===== config.mk =====
export PLATFORM = sky130hd
export DESIGN_NAME = pht_error_stage
export DESIGN_NICKNAME = d
export VERILOG_FILES = /design/src/rtl/core/pht_pkg.sv /design/src/rtl/core/pht_error_stage.sv
export VERILOG_INCLUDE_DIRS = /design/src /design/src/rtl/core
export SDC_FILE = /design/constraint.sdc
export NUM_CORES = 1
export LEC_CHECK = 0
export CAP_MARGIN = 40
export CORE_MARGIN = 3
export CORE_UTILIZATION = 45
export DETAILED_ROUTE_END_ITERATION = 12
export DONT_BUFFER_PORTS = 1
export SYNTH_ARGS = -nofsm -noshare
export SYNTH_HDL_FRONTEND = slang
export SYNTH_SLANG_ARGS = --single-unit

===== constraint.sdc =====
create_clock -name aclk -period 36.3 [get_ports aclk]
set_input_delay 5.445 -clock aclk [delete_from_list [all_inputs] [get_ports aclk]]
set_output_delay 5.445 -clock aclk [all_outputs]
set_load 0.02 [all_outputs]

===== src/rtl/core/assert_macros.svh =====
// ----------------------------------------------------------------------------
// assert_macros.svh
// Assertion shorthands shared by the heading turn control RTL.
// ----------------------------------------------------------------------------
`ifndef ASSERT_MACROS_SVH
`define ASSERT_MACROS_SVH

// Clocked check, off while reset is held.
`define ASSERT_CLKRST(lbl, clk, rstn, prop, msg) \
    lbl: assert property (@(posedge clk) disable iff (!(rstn)) (prop)) else $error(msg);

// Clocked check, live during reset too.
`define ASSERT_CLK(lbl, clk, prop, msg) \
    lbl: assert property (@(posedge clk) (prop)) else $error(msg);

`endif


===== src/rtl/core/pht_pkg.sv =====
// ----------------------------------------------------------------------------
// pht_pkg
// Shared widths, register map, reset values and inter-stage types.
// ----------------------------------------------------------------------------
package pht_pkg;

    localparam int GYRO_W     = 16;
    localparam int GAIN_W     = 24;
    localparam int ERR_W      = 25;
    localparam int INTEG_W    = 18;
    localparam int DIFF_W     = 26;
    localparam int COUNT_W    = 10;
    localparam int POWER_W    = 17;
    localparam int CFG_IDX_W  = 3;
    localparam int CFG_DATA_W = 24;
    localparam int P_TERM_W   = ERR_W + GAIN_W + 1;
    localparam int I_TERM_W   = INTEG_W + GAIN_W + 1;
    localparam int D_TERM_W   = DIFF_W + GAIN_W + 1;
    localparam int SUM_W      = D_TERM_W + 2;
    localparam int SETTLE_TOL = 2;

    localparam logic [COUNT_W-1:0] COUNT_MAX = {COUNT_W{1'b1}};
    localparam logic signed [ERR_W-1:0] ERR_MAX = {1'b0, {(ERR_W-1){1'b1}}};
    localparam logic signed [ERR_W-1:0] ERR_MIN = {1'b1, {(ERR_W-1){1'b0}}};

    localparam logic [GAIN_W-1:0]  KP_RST             = 24'd452;
    localparam logic [GAIN_W-1:0]  KI_RST             = 24'd2949;
    localparam logic [GAIN_W-1:0]  KD_RST             = 24'd3277;
    localparam logic [15:0]        MAX_POWER_RST      = 16'd26214;
    localparam logic [COUNT_W-1:0] SETTLE_SAMPLES_RST = 10'd30;
    localparam logic [15:0]        INTEGRAL_ZONE_RST  = 16'd768;
    localparam logic [15:0]        INTEGRAL_LIMIT_RST = 16'd77;

    typedef enum logic [CFG_IDX_W-1:0] {
        REG_TARGET_ANGLE   = 3'd0,
        REG_KP             = 3'd1,
        REG_KI             = 3'd2,
        REG_KD             = 3'd3,
        REG_MAX_POWER      = 3'd4,
        REG_SETTLE_SAMPLES = 3'd5,
        REG_INTEGRAL_ZONE  = 3'd6,
        REG_INTEGRAL_LIMIT = 3'd7
    } pht_reg_e;

    typedef struct packed {
        logic signed [GYRO_W-1:0] target_angle;
        logic [GAIN_W-1:0]        kp;
        logic [GAIN_W-1:0]        ki;
        logic [GAIN_W-1:0]        kd;
        logic [15:0]              max_power;
        logic [COUNT_W-1:0]       settle_samples;
        logic [15:0]              integral_zone;
        logic [15:0]              integral_limit;
    } pht_cfg_t;

    typedef struct packed {
        logic signed [ERR_W-1:0]   err;
        logic signed [INTEG_W-1:0] integ;
        logic signed [DIFF_W-1:0]  diff;
        logic                      settled;
    } pht_err_t;

    typedef struct packed {
        logic signed [P_TERM_W-1:0] p_term;
        logic signed [I_TERM_W-1:0] i_term;
        logic signed [D_TERM_W-1:0] d_term;
        logic signed [ERR_W-1:0]    err;
        logic                       settled;
    } pht_prod_t;

    typedef struct packed {
        logic signed [POWER_W-1:0] drive_power;
        logic signed [ERR_W-1:0]   heading_error;
        logic                      settled;
    } pht_result_t;

endpackage


===== src/rtl/core/pht_error_stage.sv =====
// ----------------------------------------------------------------------------
// pht_error_stage
// Heading error, integral zone, derivative and settle counter; owns the
// loop state and registers one item per cycle unless its output stalls.
// ----------------------------------------------------------------------------
`include "assert_macros.svh"

module pht_error_stage #(
    parameter int ERROR_FRAC_BITS = 8
) (
    input  logic                              aclk,
    input  logic                              aresetn,
    input  pht_pkg::pht_cfg_t                 cfg,
    input  logic                              i_valid,
    output logic                              i_ready,
    input  logic signed [pht_pkg::GYRO_W-1:0] gyro_a,
    input  logic signed [pht_pkg::GYRO_W-1:0] gyro_b,
    input  logic                              start_req,
    output logic                              o_valid,
    input  logic                              o_ready,
    output pht_pkg::pht_err_t                 o_data
);
    import pht_pkg::*;

    localparam int RAW_W  = GYRO_W + ERROR_FRAC_BITS + 2;
    localparam int CALC_W = (RAW_W > ERR_W) ? RAW_W : ERR_W + 1;
    localparam logic [ERR_W-1:0] TOL = ERR_W'(SETTLE_TOL) << ERROR_FRAC_BITS;

    logic                      vld_reg, vld_next;
    pht_err_t                  data_reg, data_next;
    logic signed [ERR_W-1:0]   prev_err_reg, prev_err_next;
    logic signed [INTEG_W-1:0] integ_reg, integ_next;
    logic [COUNT_W-1:0]        count_reg, count_next;

    logic                      adv;
    logic signed [CALC_W-1:0]  tgt_ext, gyro_diff, raw_err;
    logic signed [ERR_W-1:0]   err;
    logic signed [ERR_W-1:0]   prev_eff;
    logic signed [INTEG_W-1:0] integ_eff, integ_sum, integ_raw, integ, lim;
    logic [COUNT_W-1:0]        count_eff;
    logic [ERR_W-1:0]          abs_err;
    logic                      settled_now, in_zone, far_off;
    logic signed [DIFF_W-1:0]  diff;

    assign i_ready = !vld_reg || o_ready;
    assign adv     = i_valid && i_ready;
    assign o_valid = vld_reg;
    assign o_data  = data_reg;

    always_comb begin
        tgt_ext   = CALC_W'(cfg.target_angle);
        gyro_diff = CALC_W'(gyro_a) - CALC_W'(gyro_b);
        raw_err   = -(tgt_ext <<< ERROR_FRAC_BITS) - (gyro_diff <<< (ERROR_FRAC_BITS - 1));
        if (raw_err > CALC_W'(ERR_MAX)) begin
            err = ERR_MAX;
        end else if (raw_err < CALC_W'(ERR_MIN)) begin
            err = ERR_MIN;
        end else begin
            err = raw_err[ERR_W-1:0];
        end

        prev_eff  = start_req ? '0 : prev_err_reg;
        integ_eff = start_req ? '0 : integ_reg;
        count_eff = start_req ? '0 : count_reg;

        settled_now = count_eff >= cfg.settle_samples;
        abs_err     = err[ERR_W-1] ? ERR_W'(-err) : ERR_W'(err);
        in_zone     = (abs_err < ERR_W'(cfg.integral_zone)) && (err != '0);
        far_off     = abs_err > TOL;

        integ_sum = integ_eff + err[INTEG_W-1:0];
        integ_raw = in_zone ? integ_sum : '0;
        lim       = signed'(INTEG_W'(cfg.integral_limit));
        if (integ_raw > lim) begin
            integ = lim;
        end else if (integ_raw < -lim) begin
            integ = -lim;
        end else begin
            integ = integ_raw;
        end

        diff = (err == '0) ? '0 : DIFF_W'(err) - DIFF_W'(prev_eff);
    end

    always_comb begin
        vld_next      = i_ready ? i_valid : vld_reg;
        data_next     = data_reg;
        prev_err_next = prev_err_reg;
        integ_next    = integ_reg;
        count_next    = count_reg;
        if (adv) begin
            data_next.err     = err;
            data_next.integ   = integ;
            data_next.diff    = diff;
            data_next.settled = settled_now;
            prev_err_next     = prev_eff;
            integ_next        = integ_eff;
            count_next        = count_eff;
            if (!settled_now) begin
                prev_err_next = err;
                integ_next    = integ;
                if (far_off) begin
                    count_next = '0;
                end else if (count_eff != COUNT_MAX) begin
                    count_next = count_eff + 1'b1;
                end
            end
        end
    end

    always_ff @(posedge aclk) begin
        if (!aresetn) begin
            vld_reg      <= 1'b0;
            prev_err_reg <= '0;
            integ_reg    <= '0;
            count_reg    <= '0;
        end else begin
            vld_reg      <= vld_next;
            prev_err_reg <= prev_err_next;
            integ_reg    <= integ_next;
            count_reg    <= count_next;
        end
    end

    always_ff @(posedge aclk) begin
        data_reg <= data_next;
    end

    `ASSERT_CLKRST(a_settled_holds_count, aclk, aresetn, (adv && settled_now && !start_req) |=> $stable(count_reg), "settle count moved on a settled item")
    `ASSERT_CLKRST(a_far_clears_count, aclk, aresetn, (adv && !settled_now && far_off) |=> (count_reg == '0), "settle count not restarted on large error")
    `ASSERT_CLKRST(a_start_clears, aclk, aresetn, (adv && start_req && settled_now) |=> (integ_reg == '0 && prev_err_reg == '0), "start did not clear loop state")

endmodule


==> run metrics <==
status=completed; CTS tree=done; number of global-route vias before repair=9,428; Synth cell types=81; first drt pass iteration count=5; Syn Inst Count=1,401; Synth Net Count=1,741; num ports=255; Final Slew Violations=0; slowest CP cell=or4_4; peak supply drop=0.0376 mV; register share of total power=0.275; Max-slew headroom=0.441; DR WL met3=1310 um; Core Rows=58; CP max stage delay=670 ps; max cap viols=0; number of flip-flops in the largest register=64; commonest non-fill, non-tap cell in the layout=ha_1; Avg Vias per Cell=5.67; Fin. Hold Viols=0; Critical Path RT=36,600 ps; critical path buffer and inverter count=5; Pint=0.000485 W; Post-synth EDFFs=64; Slew @ Worst Pin=838 ps; clk slew on worst S/H paths=60 ps; Detail Route Antenna Nets=0; total CTS buffers=17; gr usage total=0.205; met1 WL=14,100 um; top achievable clock speed=0.0584 GHz; post-layout power=0.000889 W; Die H=166 um; post-CTS sizing=0; Initial Utilization=0.458; CP endpoint kind=register; clk_lat worst skew=410 ps; uppermost layer routed=met4; drt drc=0; PwrDens=71.5 nW/um^2; FF+latch count, synth=118; Hold Path Class=reg -> reg; Clk pwr share=0.185; met2 WL=12,600 um; initial antenna violation count=0; WL final=28,500 um; TritonCTS Sinks=118; cts hold-fix bufs=0; first-pass GRT wire length=47,700 um; total number of vias=9,759; startpoint types=primary input; largest net degree at the start of global routing=61; Post-layout nets=1,717; Layout Area Growth over Synthesis=7.46%; Root Buffer Master=clkbuf_16; post-CTS setup buffer count=0; ys async rst share=0; DRT iter0 DRCs=535; Data arrival, critical path=17,430 ps; unrepaired setup endpoints after global routing=false; Crit path max-delay family=compound AO/OA/AOI/OAI gates; Post-Syn Area=11,600 sq um; most frequent CP cell=o21ai_0; GP Congestion=0.862; CP Class=in -> reg; clock skew=7.93 ps; P_sw=0.000404 W; Syn. warnings=0; Tmin final=17,120 ps; layout cell share with drive strength beyond 1=0.0525; hold_ws=444 ps; total gr overflow=0; worst-path fanout max=29; DP HPWL=22,100 um; post-synthesis sequential area ratio=0.260; n_diodes=0; core area=25,300 sq um; overall die area=27,700 sq um; routed len/inst=16.6 um; switching share of power=0.455; Fillers=2,470; number of buffer cells added on primary ports=0; Die X=166 um; period utilization=0.472; CTS Buffer Depth=2; P_leak=5.48 nW; Comb pwr share=0.540; H-tree depth=4; # setup viols final=0; commonest cells after routing, fill and taps aside=ha_1 (154), inv_1 (127), nor2_1 (106); syn_area_per_cell=8.26 sq um; ys flop type=edfxtp_1; Final TNS setup=0 ps
## worst paths after layout
path / startpoint / endpoint / slack (ps) / depth (start not counted)
setup / recovery: gyro_a[0] / integ_reg[10] / 19180 / 51
hold reg to reg: integ_reg[11] / integ_reg[11] / 440 / 2
hold / removal: integ_reg[11] / integ_reg[11] / 440 / 2
setup reg to reg: integ_reg[1] / integ_reg[10] / 30250 / 20
## synth_stat cells (12+ instances only)
library cell | number | share of area
ha_1 | 154 | 0.17
inv_1 | 128 | 0.042
nor2_1 | 107 | 0.035
a21oi_1 | 99 | 0.043
nand2_1 | 95 | 0.031
o21ai_0 | 69 | 0.030
edfxtp_1 | 64 | 0.17
nor2b_1 | 58 | 0.031
dfxtp_1 | 54 | 0.093
nand2b_1 | 52 | 0.028
xnor2_1 | 41 | 0.031
clkbuf_1 | 39 | 0.013
nand3_1 | 33 | 0.014
a21o_1 | 28 | 0.018
nor3_1 | 28 | 0.012
xor2_1 | 20 | 0.015
a21boi_0 | 19 | 0.012
a22oi_1 | 19 | 0.012
nand4_1 | 19 | 0.010
o31ai_1 | 19 | 0.012
o21a_1 | 18 | 0.012
and2_1 | 15 | 0.0081
o21bai_1 | 15 | 0.0097
a211oi_1 | 13 | 0.0084
o211ai_1 | 12 | 0.0078
## worst register-to-register path, delay by kind of cell (launching register included)
family | cells | cell delay [ps]
adder cells (fa/ha/maj) | 2 | 630
buffers and inverters | 1 | 50
multiplexers | 1 | 400
flip-flops | 1 | 310
XOR/XNOR | 1 | 400
AO/OA/AOI/OAI | 11 | 3240
AND/OR/NAND/NOR | 4 | 930
## final cells by class
class | count | area [sq um] | area share
Multi-Input combinational cell | 1099 | 7840 | 0.630
Tap cell | 330 | 413 | 0.0332
Sequential cell | 118 | 3000 | 0.242
Timing Repair Buffer | 13 | 123 | 0.00986
Clock buffer | 17 | 425 | 0.0342
Clock inverter | 15 | 154 | 0.0124
Inverter | 128 | 480 | 0.0386
## layer usage
metal  vias to the layer above  GRT usage
met2                       205      0.324
li1                       5021          -
met1                      4509      0.291
met3                        24     0.0383
met4                         0     0.0502
met5                         -          0
## power groups by stage
stage	registers (W)	clock network, W	logic [W]
global route	0.000248	0.000175	0.000544
global placement	0.000247	0	0.000468
floorplan	0.000242	0	0.000375
finish	0.000244	0.000165	0.000479
detailed placement	0.000248	0	0.000477
CTS	0.000245	0.000168	0.000480
## cell families after synthesis
group,after synthesis,synth area share
mux,15,0.0141
flops,118,0.260
simple gates,474,0.213
buf+inv,184,0.0643
xor+xnor,62,0.0486
compound gates,388,0.226
fa+ha+maj,160,0.174
## metrics by stage
step	setup slack [ps]	cell area, sq um	instances	utilization
floorplan	20830	11600	1401	-
global placement	18890	11800	1685	0.467
detailed placement	18800	11900	1688	0.469
CTS	19190	12400	1720	0.492
global route	17900	12400	1720	0.492
finish	19180	12400	1720	0.492
No activity file was read; power rests on OpenSTA's default activity.
