--- src/rtl/core/assert_macros.svh ---
// ----------------------------------------------------------------------------
// assert_macros.svh
// Assertion shorthands shared by the heading turn control RTL.
// ----------------------------------------------------------------------------
`ifndef ASSERT_MACROS_SVH
`define ASSERT_MACROS_SVH

// Clocked check, off while reset is held.
`define ASSERT_CLKRST(lbl, clk, rstn, prop, msg) \
    lbl: assert property (@(posedge clk) disable iff (!(rstn)) (prop)) else $error(msg);

// Clocked check, live during reset too.
`define ASSERT_CLK(lbl, clk, prop, msg) \
    lbl: assert property (@(posedge clk) (prop)) else $error(msg);

`endif

--- src/rtl/core/pht_pkg.sv ---
// ----------------------------------------------------------------------------
// pht_pkg
// Shared widths, register map, reset values and inter-stage types.
// ----------------------------------------------------------------------------
package pht_pkg;

    localparam int GYRO_W     = 16;
    localparam int GAIN_W     = 24;
    localparam int ERR_W      = 25;
    localparam int INTEG_W    = 18;
    localparam int DIFF_W     = 26;
    localparam int COUNT_W    = 10;
    localparam int POWER_W    = 17;
    localparam int CFG_IDX_W  = 3;
    localparam int CFG_DATA_W = 24;
    localparam int P_TERM_W   = ERR_W + GAIN_W + 1;
    localparam int I_TERM_W   = INTEG_W + GAIN_W + 1;
    localparam int D_TERM_W   = DIFF_W + GAIN_W + 1;
    localparam int SUM_W      = D_TERM_W + 2;
    localparam int SETTLE_TOL = 2;

    localparam logic [COUNT_W-1:0] COUNT_MAX = {COUNT_W{1'b1}};
    localparam logic signed [ERR_W-1:0] ERR_MAX = {1'b0, {(ERR_W-1){1'b1}}};
    localparam logic signed [ERR_W-1:0] ERR_MIN = {1'b1, {(ERR_W-1){1'b0}}};

    localparam logic [GAIN_W-1:0]  KP_RST             = 24'd452;
    localparam logic [GAIN_W-1:0]  KI_RST             = 24'd2949;
    localparam logic [GAIN_W-1:0]  KD_RST             = 24'd3277;
    localparam logic [15:0]        MAX_POWER_RST      = 16'd26214;
    localparam logic [COUNT_W-1:0] SETTLE_SAMPLES_RST = 10'd30;
    localparam logic [15:0]        INTEGRAL_ZONE_RST  = 16'd768;
    localparam logic [15:0]        INTEGRAL_LIMIT_RST = 16'd77;

    typedef enum logic [CFG_IDX_W-1:0] {
        REG_TARGET_ANGLE   = 3'd0,
        REG_KP             = 3'd1,
        REG_KI             = 3'd2,
        REG_KD             = 3'd3,
        REG_MAX_POWER      = 3'd4,
        REG_SETTLE_SAMPLES = 3'd5,
        REG_INTEGRAL_ZONE  = 3'd6,
        REG_INTEGRAL_LIMIT = 3'd7
    } pht_reg_e;

    typedef struct packed {
        logic signed [GYRO_W-1:0] target_angle;
        logic [GAIN_W-1:0]        kp;
        logic [GAIN_W-1:0]        ki;
        logic [GAIN_W-1:0]        kd;
        logic [15:0]              max_power;
        logic [COUNT_W-1:0]       settle_samples;
        logic [15:0]              integral_zone;
        logic [15:0]              integral_limit;
    } pht_cfg_t;

    typedef struct packed {
        logic signed [ERR_W-1:0]   err;
        logic signed [INTEG_W-1:0] integ;
        logic signed [DIFF_W-1:0]  diff;
        logic                      settled;
    } pht_err_t;

    typedef struct packed {
        logic signed [P_TERM_W-1:0] p_term;
        logic signed [I_TERM_W-1:0] i_term;
        logic signed [D_TERM_W-1:0] d_term;
        logic signed [ERR_W-1:0]    err;
        logic                       settled;
    } pht_prod_t;

    typedef struct packed {
        logic signed [POWER_W-1:0] drive_power;
        logic signed [ERR_W-1:0]   heading_error;
        logic                      settled;
    } pht_result_t;

endpackage

--- src/rtl/core/pht_output_stage.sv ---
// ----------------------------------------------------------------------------
// pht_output_stage
// Term sum with round half up, then power clamp, negation and result
// register; the drive is zero for settled items.
// ----------------------------------------------------------------------------
`include "assert_macros.svh"

module pht_output_stage #(
    parameter int ERROR_FRAC_BITS = 8,
    parameter int GAIN_FRAC_BITS  = 16
) (
    input  logic                 aclk,
    input  logic                 aresetn,
    input  pht_pkg::pht_cfg_t    cfg,
    input  logic                 i_valid,
    output logic                 i_ready,
    input  pht_pkg::pht_prod_t   i_data,
    output logic                 o_valid,
    input  logic                 o_ready,
    output pht_pkg::pht_result_t o_data
);
    import pht_pkg::*;

    localparam int SHIFT = ERROR_FRAC_BITS + GAIN_FRAC_BITS - 15;
    localparam logic signed [SUM_W-1:0] ROUND = SUM_W'(1) << (SHIFT - 1);

    typedef struct packed {
        logic signed [SUM_W-1:0] power;
        logic signed [ERR_W-1:0] err;
        logic                    settled;
    } pht_sum_t;

    logic                    sum_vld_reg, sum_vld_next;
    pht_sum_t                sum_reg, sum_next;
    logic                    out_vld_reg, out_vld_next;
    pht_result_t             out_reg, out_next;
    logic                    sum_ready, sum_adv, out_adv;
    logic signed [SUM_W-1:0] total, max_s, clamped, negated;

    assign i_ready   = !sum_vld_reg || sum_ready;
    assign sum_adv   = i_valid && i_ready;
    assign sum_ready = !out_vld_reg || o_ready;
    assign out_adv   = sum_vld_reg && sum_ready;
    assign o_valid   = out_vld_reg;
    assign o_data    = out_reg;

    always_comb begin
        total = SUM_W'(i_data.p_term) + SUM_W'(i_data.i_term) + SUM_W'(i_data.d_term) + ROUND;
        sum_vld_next = i_ready ? i_valid : sum_vld_reg;
        sum_next     = sum_reg;
        if (sum_adv) begin
            sum_next.power   = total >>> SHIFT;
            sum_next.err     = i_data.err;
            sum_next.settled = i_data.settled;
        end
    end

    always_comb begin
        max_s = signed'(SUM_W'(cfg.max_power));
        if (sum_reg.power > max_s) begin
            clamped = max_s;
        end else if (sum_reg.power < -max_s) begin
            clamped = -max_s;
        end else begin
            clamped = sum_reg.power;
        end
        negated = -clamped;

        out_vld_next = sum_ready ? sum_vld_reg : out_vld_reg;
        out_next     = out_reg;
        if (out_adv) begin
            out_next.drive_power   = sum_reg.settled ? '0 : negated[POWER_W-1:0];
            out_next.heading_error = sum_reg.err;
            out_next.settled       = sum_reg.settled;
        end
    end

    always_ff @(posedge aclk) begin
        if (!aresetn) begin
            sum_vld_reg <= 1'b0;
            out_vld_reg <= 1'b0;
        end else begin
            sum_vld_reg <= sum_vld_next;
            out_vld_reg <= out_vld_next;
        end
    end

    always_ff @(posedge aclk) begin
        sum_reg <= sum_next;
        out_reg <= out_next;
    end

    `ASSERT_CLKRST(a_drive_in_limit, aclk, aresetn, (out_vld_reg && !out_reg.settled) |-> (out_reg.drive_power <= signed'(POWER_W'(cfg.max_power)) && out_reg.drive_power >= -signed'(POWER_W'(cfg.max_power))), "drive outside power limit")

endmodule

--- config.mk ---
export PLATFORM = sky130hd
export DESIGN_NAME = pht_output_stage
export DESIGN_NICKNAME = d
export VERILOG_FILES = /design/src/rtl/core/pht_pkg.sv /design/src/rtl/core/pht_output_stage.sv
export VERILOG_INCLUDE_DIRS = /design/src /design/src/rtl/core
export SDC_FILE = /design/constraint.sdc
export NUM_CORES = 1
export LEC_CHECK = 0
export BUFFER_PORTS_ARGS = -buffer_cell sky130_fd_sc_hd__buf_2
export CAP_MARGIN = 10
export CORE_AREA = 5 5 141 143
export DETAILED_ROUTE_END_ITERATION = 8
export DIE_AREA = 0 0 146 148
export GPL_ROUTABILITY_DRIVEN = 0
export PLACE_DENSITY = 0.86
export SLEW_MARGIN = 20
export SYNTH_ARGS = -nofsm -noshare
export SYNTH_HDL_FRONTEND = slang
export SYNTH_SLANG_ARGS = --single-unit
--- constraint.sdc ---
create_clock -name aclk -period 14.9 [get_ports aclk]
set_input_delay 2.98 -clock aclk [delete_from_list [all_inputs] [get_ports aclk]]
set_output_delay 2.98 -clock aclk [all_outputs]
set_load 0.01 [all_outputs]
==> impl_summary.log <==
INFO  metric grt_max_degree = 71
INFO  metric cts.path.max_buffers = 2
INFO  metric netlist-cell-type-count = 65
INFO  metric largest_register_ff_count = 70
INFO  metric routed_via_density = 5.683
INFO  metric vias = 7,763
INFO  metric drt_pass1_iterations = 6
INFO  metric postCtsResizedCells = 0
INFO  metric global_route.overflow_total = 0
INFO  metric layout_min_cycle_time = 9.539 ns
INFO  metric dp.final_hpwl = 18.19 mm
INFO  metric boundaryPins = 365
INFO  metric worstMarginPinSlew = 0.9220 ns
INFO  metric slew_viol_final = 0
INFO  metric reg2reg_depth = 15
INFO  metric multiInputGateArea = 6256 µm²
INFO  metric drv_cap = 0
INFO  metric synth_enable_flop_cells = 113
INFO  metric antenna_found_initial = 8
INFO  metric placementRows = 50
INFO  metric powerDensity = 116.6 nW/µm²
INFO  metric timing.critical_path.required = 15.14 ns
INFO  metric tritoncts = done
INFO  metric post_layout_net_count = 1,656
INFO  metric synth-async-reset-ratio = 0
INFO  metric worstHoldStart = sum_reg[9]
INFO  metric global_router_s_overall_resource_usage = 0.2016
INFO  metric worst_hold_path_stage_count = 0
INFO  metric setup_repair_after_global_routing_missed_its_margin = false
INFO  metric detailedRoute.firstIterationViolations = 370
INFO  metric worst_hold_path_type = register to register
INFO  metric criticalPathCategory = input pin to register
INFO  metric ir_drop = 0.05346 mV
INFO  metric timing.critical_path.arrival = 9.78 ns
INFO  metric number_of_drc_violations_after_detailed_routing = 0
INFO  metric synth-warning-count = 0
INFO  metric critical_path.reg2reg.endpoint = o_data[32]
INFO  metric cts_hold_repair_buffers = 0
INFO  metric grt_pass1_vias = 7,798
INFO  metric die-area = 21,610 µm²
INFO  metric fin_crit_sh = 0.6402
INFO  metric worst_clock_skew = 0.008456 ns
INFO  metric cts_setup_buffers = 0
INFO  metric fin_util = 0.6449
INFO  metric routed_wirelength = 21.77 mm
INFO  metric worstSetupStartpointType = input pin
INFO  metric timing.final.hold_violations = 0
INFO  metric dp_slack = 5.016 ns
INFO  metric final_layout_size_suffix_gt1_frac = 0.2571
INFO  metric leakage = 5.380 nW
INFO  metric status = finished, final reports clean
INFO  metric die_width = 146 µm
INFO  metric floorplan.initialDensity = 0.5367
INFO  metric synth-seq-area-share = 0.3466
INFO  metric post_route_setup_tns = 0 ns
INFO  metric fillCellCount = 1,389
INFO  metric numCtsBuffers = 17
INFO  metric most-common-layout-cells = sky130_fd_sc_hd__buf_2 (234), sky130_fd_sc_hd__ha_1 (171), sky130_fd_sc_hd__edfxtp_1 (113)
INFO  metric totalPowerFinal = 1.388 mW
INFO  metric mappedNetlistArea = 9906 µm²
INFO  metric ys_seq_elements = 115
INFO  metric mostFrequentLayoutCell = sky130_fd_sc_hd__buf_2
INFO  metric fmax = 104.8 MHz
INFO  metric maximum_level_of_the_cts_h_tree = 4
INFO  metric seq_area = 3433 µm²
INFO  metric worst-path-max-fanout = 15
INFO  metric synth_area_per_cell = 11.30 µm²
INFO  metric detail_route.wl_per_cell = 15.93 µm
INFO  metric relSlewSlack = 0.3796
INFO  metric reg2reg_setup_slack = 9.93 ns
INFO  metric die-height = 148 µm
INFO  metric cts.reportedPaths.clkPinSlew = 0.05 ns
INFO  metric postSynthCellCount = 877
INFO  metric report.final.setup_viol = 0
INFO  metric core_area = 18,460 µm²
INFO  metric area.growth.synth_to_final = 20.15%
INFO  metric syn-num-nets = 1,418
INFO  metric portBuffers = 234
INFO  metric clock-sinks = 115
INFO  metric whs = 0.4107 ns
INFO  metric dominantRegCellSynth = sky130_fd_sc_hd__edfxtp_1
INFO  metric antenna_nets_post_route = 0
INFO  metric clk_latency = 0.41 ns
INFO  metric grt_first_pass_wirelength = 35.82 mm
INFO  metric cts_root_buf = sky130_fd_sc_hd__clkbuf_16
INFO  metric hold-path-endpoint = o_data[9]
INFO  metric layout_setup_ws = 5.361 ns
INFO  metric worst_r2r_startpoint = sum_reg[69]
INFO  metric critical_path.endpoint_type = register
where the power goes:
| group | internal (mW) | switching, mW | total [mW] |
|---|---|---|---|
| logic | 0.242 | 0.287 | 0.530 |
| clock network | 0.230 | 0.145 | 0.375 |
| registers | 0.440 | 0.0437 | 0.484 |
cell usage after synthesis (7+ instances only):
cell                       count  share of area
sky130_fd_sc_hd__nand3_1      12         0.0061
sky130_fd_sc_hd__ha_1        171           0.22
sky130_fd_sc_hd__a21oi_1      50          0.025
sky130_fd_sc_hd__o31a_1        8         0.0071
sky130_fd_sc_hd__edfxtp_1    113           0.34
sky130_fd_sc_hd__inv_1        34          0.013
sky130_fd_sc_hd__xnor2_1      39          0.034
sky130_fd_sc_hd__nor2_1       57          0.022
sky130_fd_sc_hd__nor2b_1      12         0.0076
sky130_fd_sc_hd__a21o_1       24          0.018
sky130_fd_sc_hd__nand2_1      47          0.018
sky130_fd_sc_hd__o21a_1       13         0.0099
sky130_fd_sc_hd__o21ai_0      14         0.0071
sky130_fd_sc_hd__fa_1         50           0.10
sky130_fd_sc_hd__nor3_1       27          0.014
sky130_fd_sc_hd__o211ai_1     20          0.015
sky130_fd_sc_hd__and2_1        7         0.0044
sky130_fd_sc_hd__clkbuf_1     14         0.0053
sky130_fd_sc_hd__xor2_1       19          0.017
sky130_fd_sc_hd__nand4_1      31          0.020
sky130_fd_sc_hd__a211oi_1     11         0.0083
sky130_fd_sc_hd__nor4_1       16          0.010
kinds of logic after synthesis:
| group | after synthesis | synth area share |
|---|---|---|
| mux | 4 | 0.004168 |
| xor+xnor | 58 | 0.05128 |
| compound gates | 178 | 0.1247 |
| flops | 115 | 0.3466 |
| simple gates | 247 | 0.1335 |
| buf+inv | 54 | 0.02274 |
| fa+ha+maj | 221 | 0.3170 |
how the worst max path moves through the flow:
stage | startpoint | endpoint | slack (ns) | cells after the start
after floorplan | cfg[43] | o_data[32] | 6.92 | 23
after global placement | cfg[43] | o_data[32] | 5.09 | 22
after detailed placement | cfg[43] | o_data[32] | 5.02 | 22
after CTS | cfg[43] | o_data[32] | 5.45 | 22
after global routing | cfg[43] | o_data[32] | 4.87 | 22
final | cfg[43] | o_data[32] | 5.36 | 22
layer usage:
metal / share of wire / wire [µm] / global-route usage
met5: 0.0022 / 47 / 0
met4: 0.020 / 435 / 0.07008
met3: 0.087 / 1886 / 0.05947
met2: 0.45 / 9894 / 0.3184
met1: 0.44 / 9502 / 0.2669
stage by stage:
step | std cells | cell area (µm²)
floorplan | 877 | 9906
global placement | 1329 | 11310
detailed placement | 1329 | 11310
CTS | 1361 | 11870
global route | 1366 | 11900
finish | 1366 | 11900
cell type report:
cell class,count,area share
Tap cell,234,0.02460
Clock buffer,17,0.03574
Inverter,34,0.01072
Clock inverter,15,0.01135
Multi-Input combinational cell,708,0.5257
Sequential cell,115,0.2885
Antenna cell,4,0.0008410
Timing Repair Buffer,239,0.1026
worst max-delay path, stage by stage:
cell and delay (ns):
sky130_fd_sc_hd__buf_2 0.11, sky130_fd_sc_hd__inv_1 0.10, sky130_fd_sc_hd__ha_1 0.24, sky130_fd_sc_hd__and3_1 0.29, sky130_fd_sc_hd__nand2_1 0.13, sky130_fd_sc_hd__nor4_1 0.72
sky130_fd_sc_hd__nand2_1 0.43, sky130_fd_sc_hd__nor3_1 0.72, sky130_fd_sc_hd__ha_1 0.39, sky130_fd_sc_hd__a21oi_1 0.13, sky130_fd_sc_hd__o21ai_1 0.09, sky130_fd_sc_hd__a22oi_1 0.14
sky130_fd_sc_hd__o211ai_1 0.15, sky130_fd_sc_hd__a221o_1 0.57, sky130_fd_sc_hd__nor2_2 0.63, sky130_fd_sc_hd__mux2_2 0.45, sky130_fd_sc_hd__a21oi_1 0.17, sky130_fd_sc_hd__ha_1 0.17
sky130_fd_sc_hd__nor2b_1 0.50, sky130_fd_sc_hd__nand2b_1 0.17, sky130_fd_sc_hd__o31a_1 0.27, sky130_fd_sc_hd__a211oi_1 0.21
(Power assumes the default switching activity.)
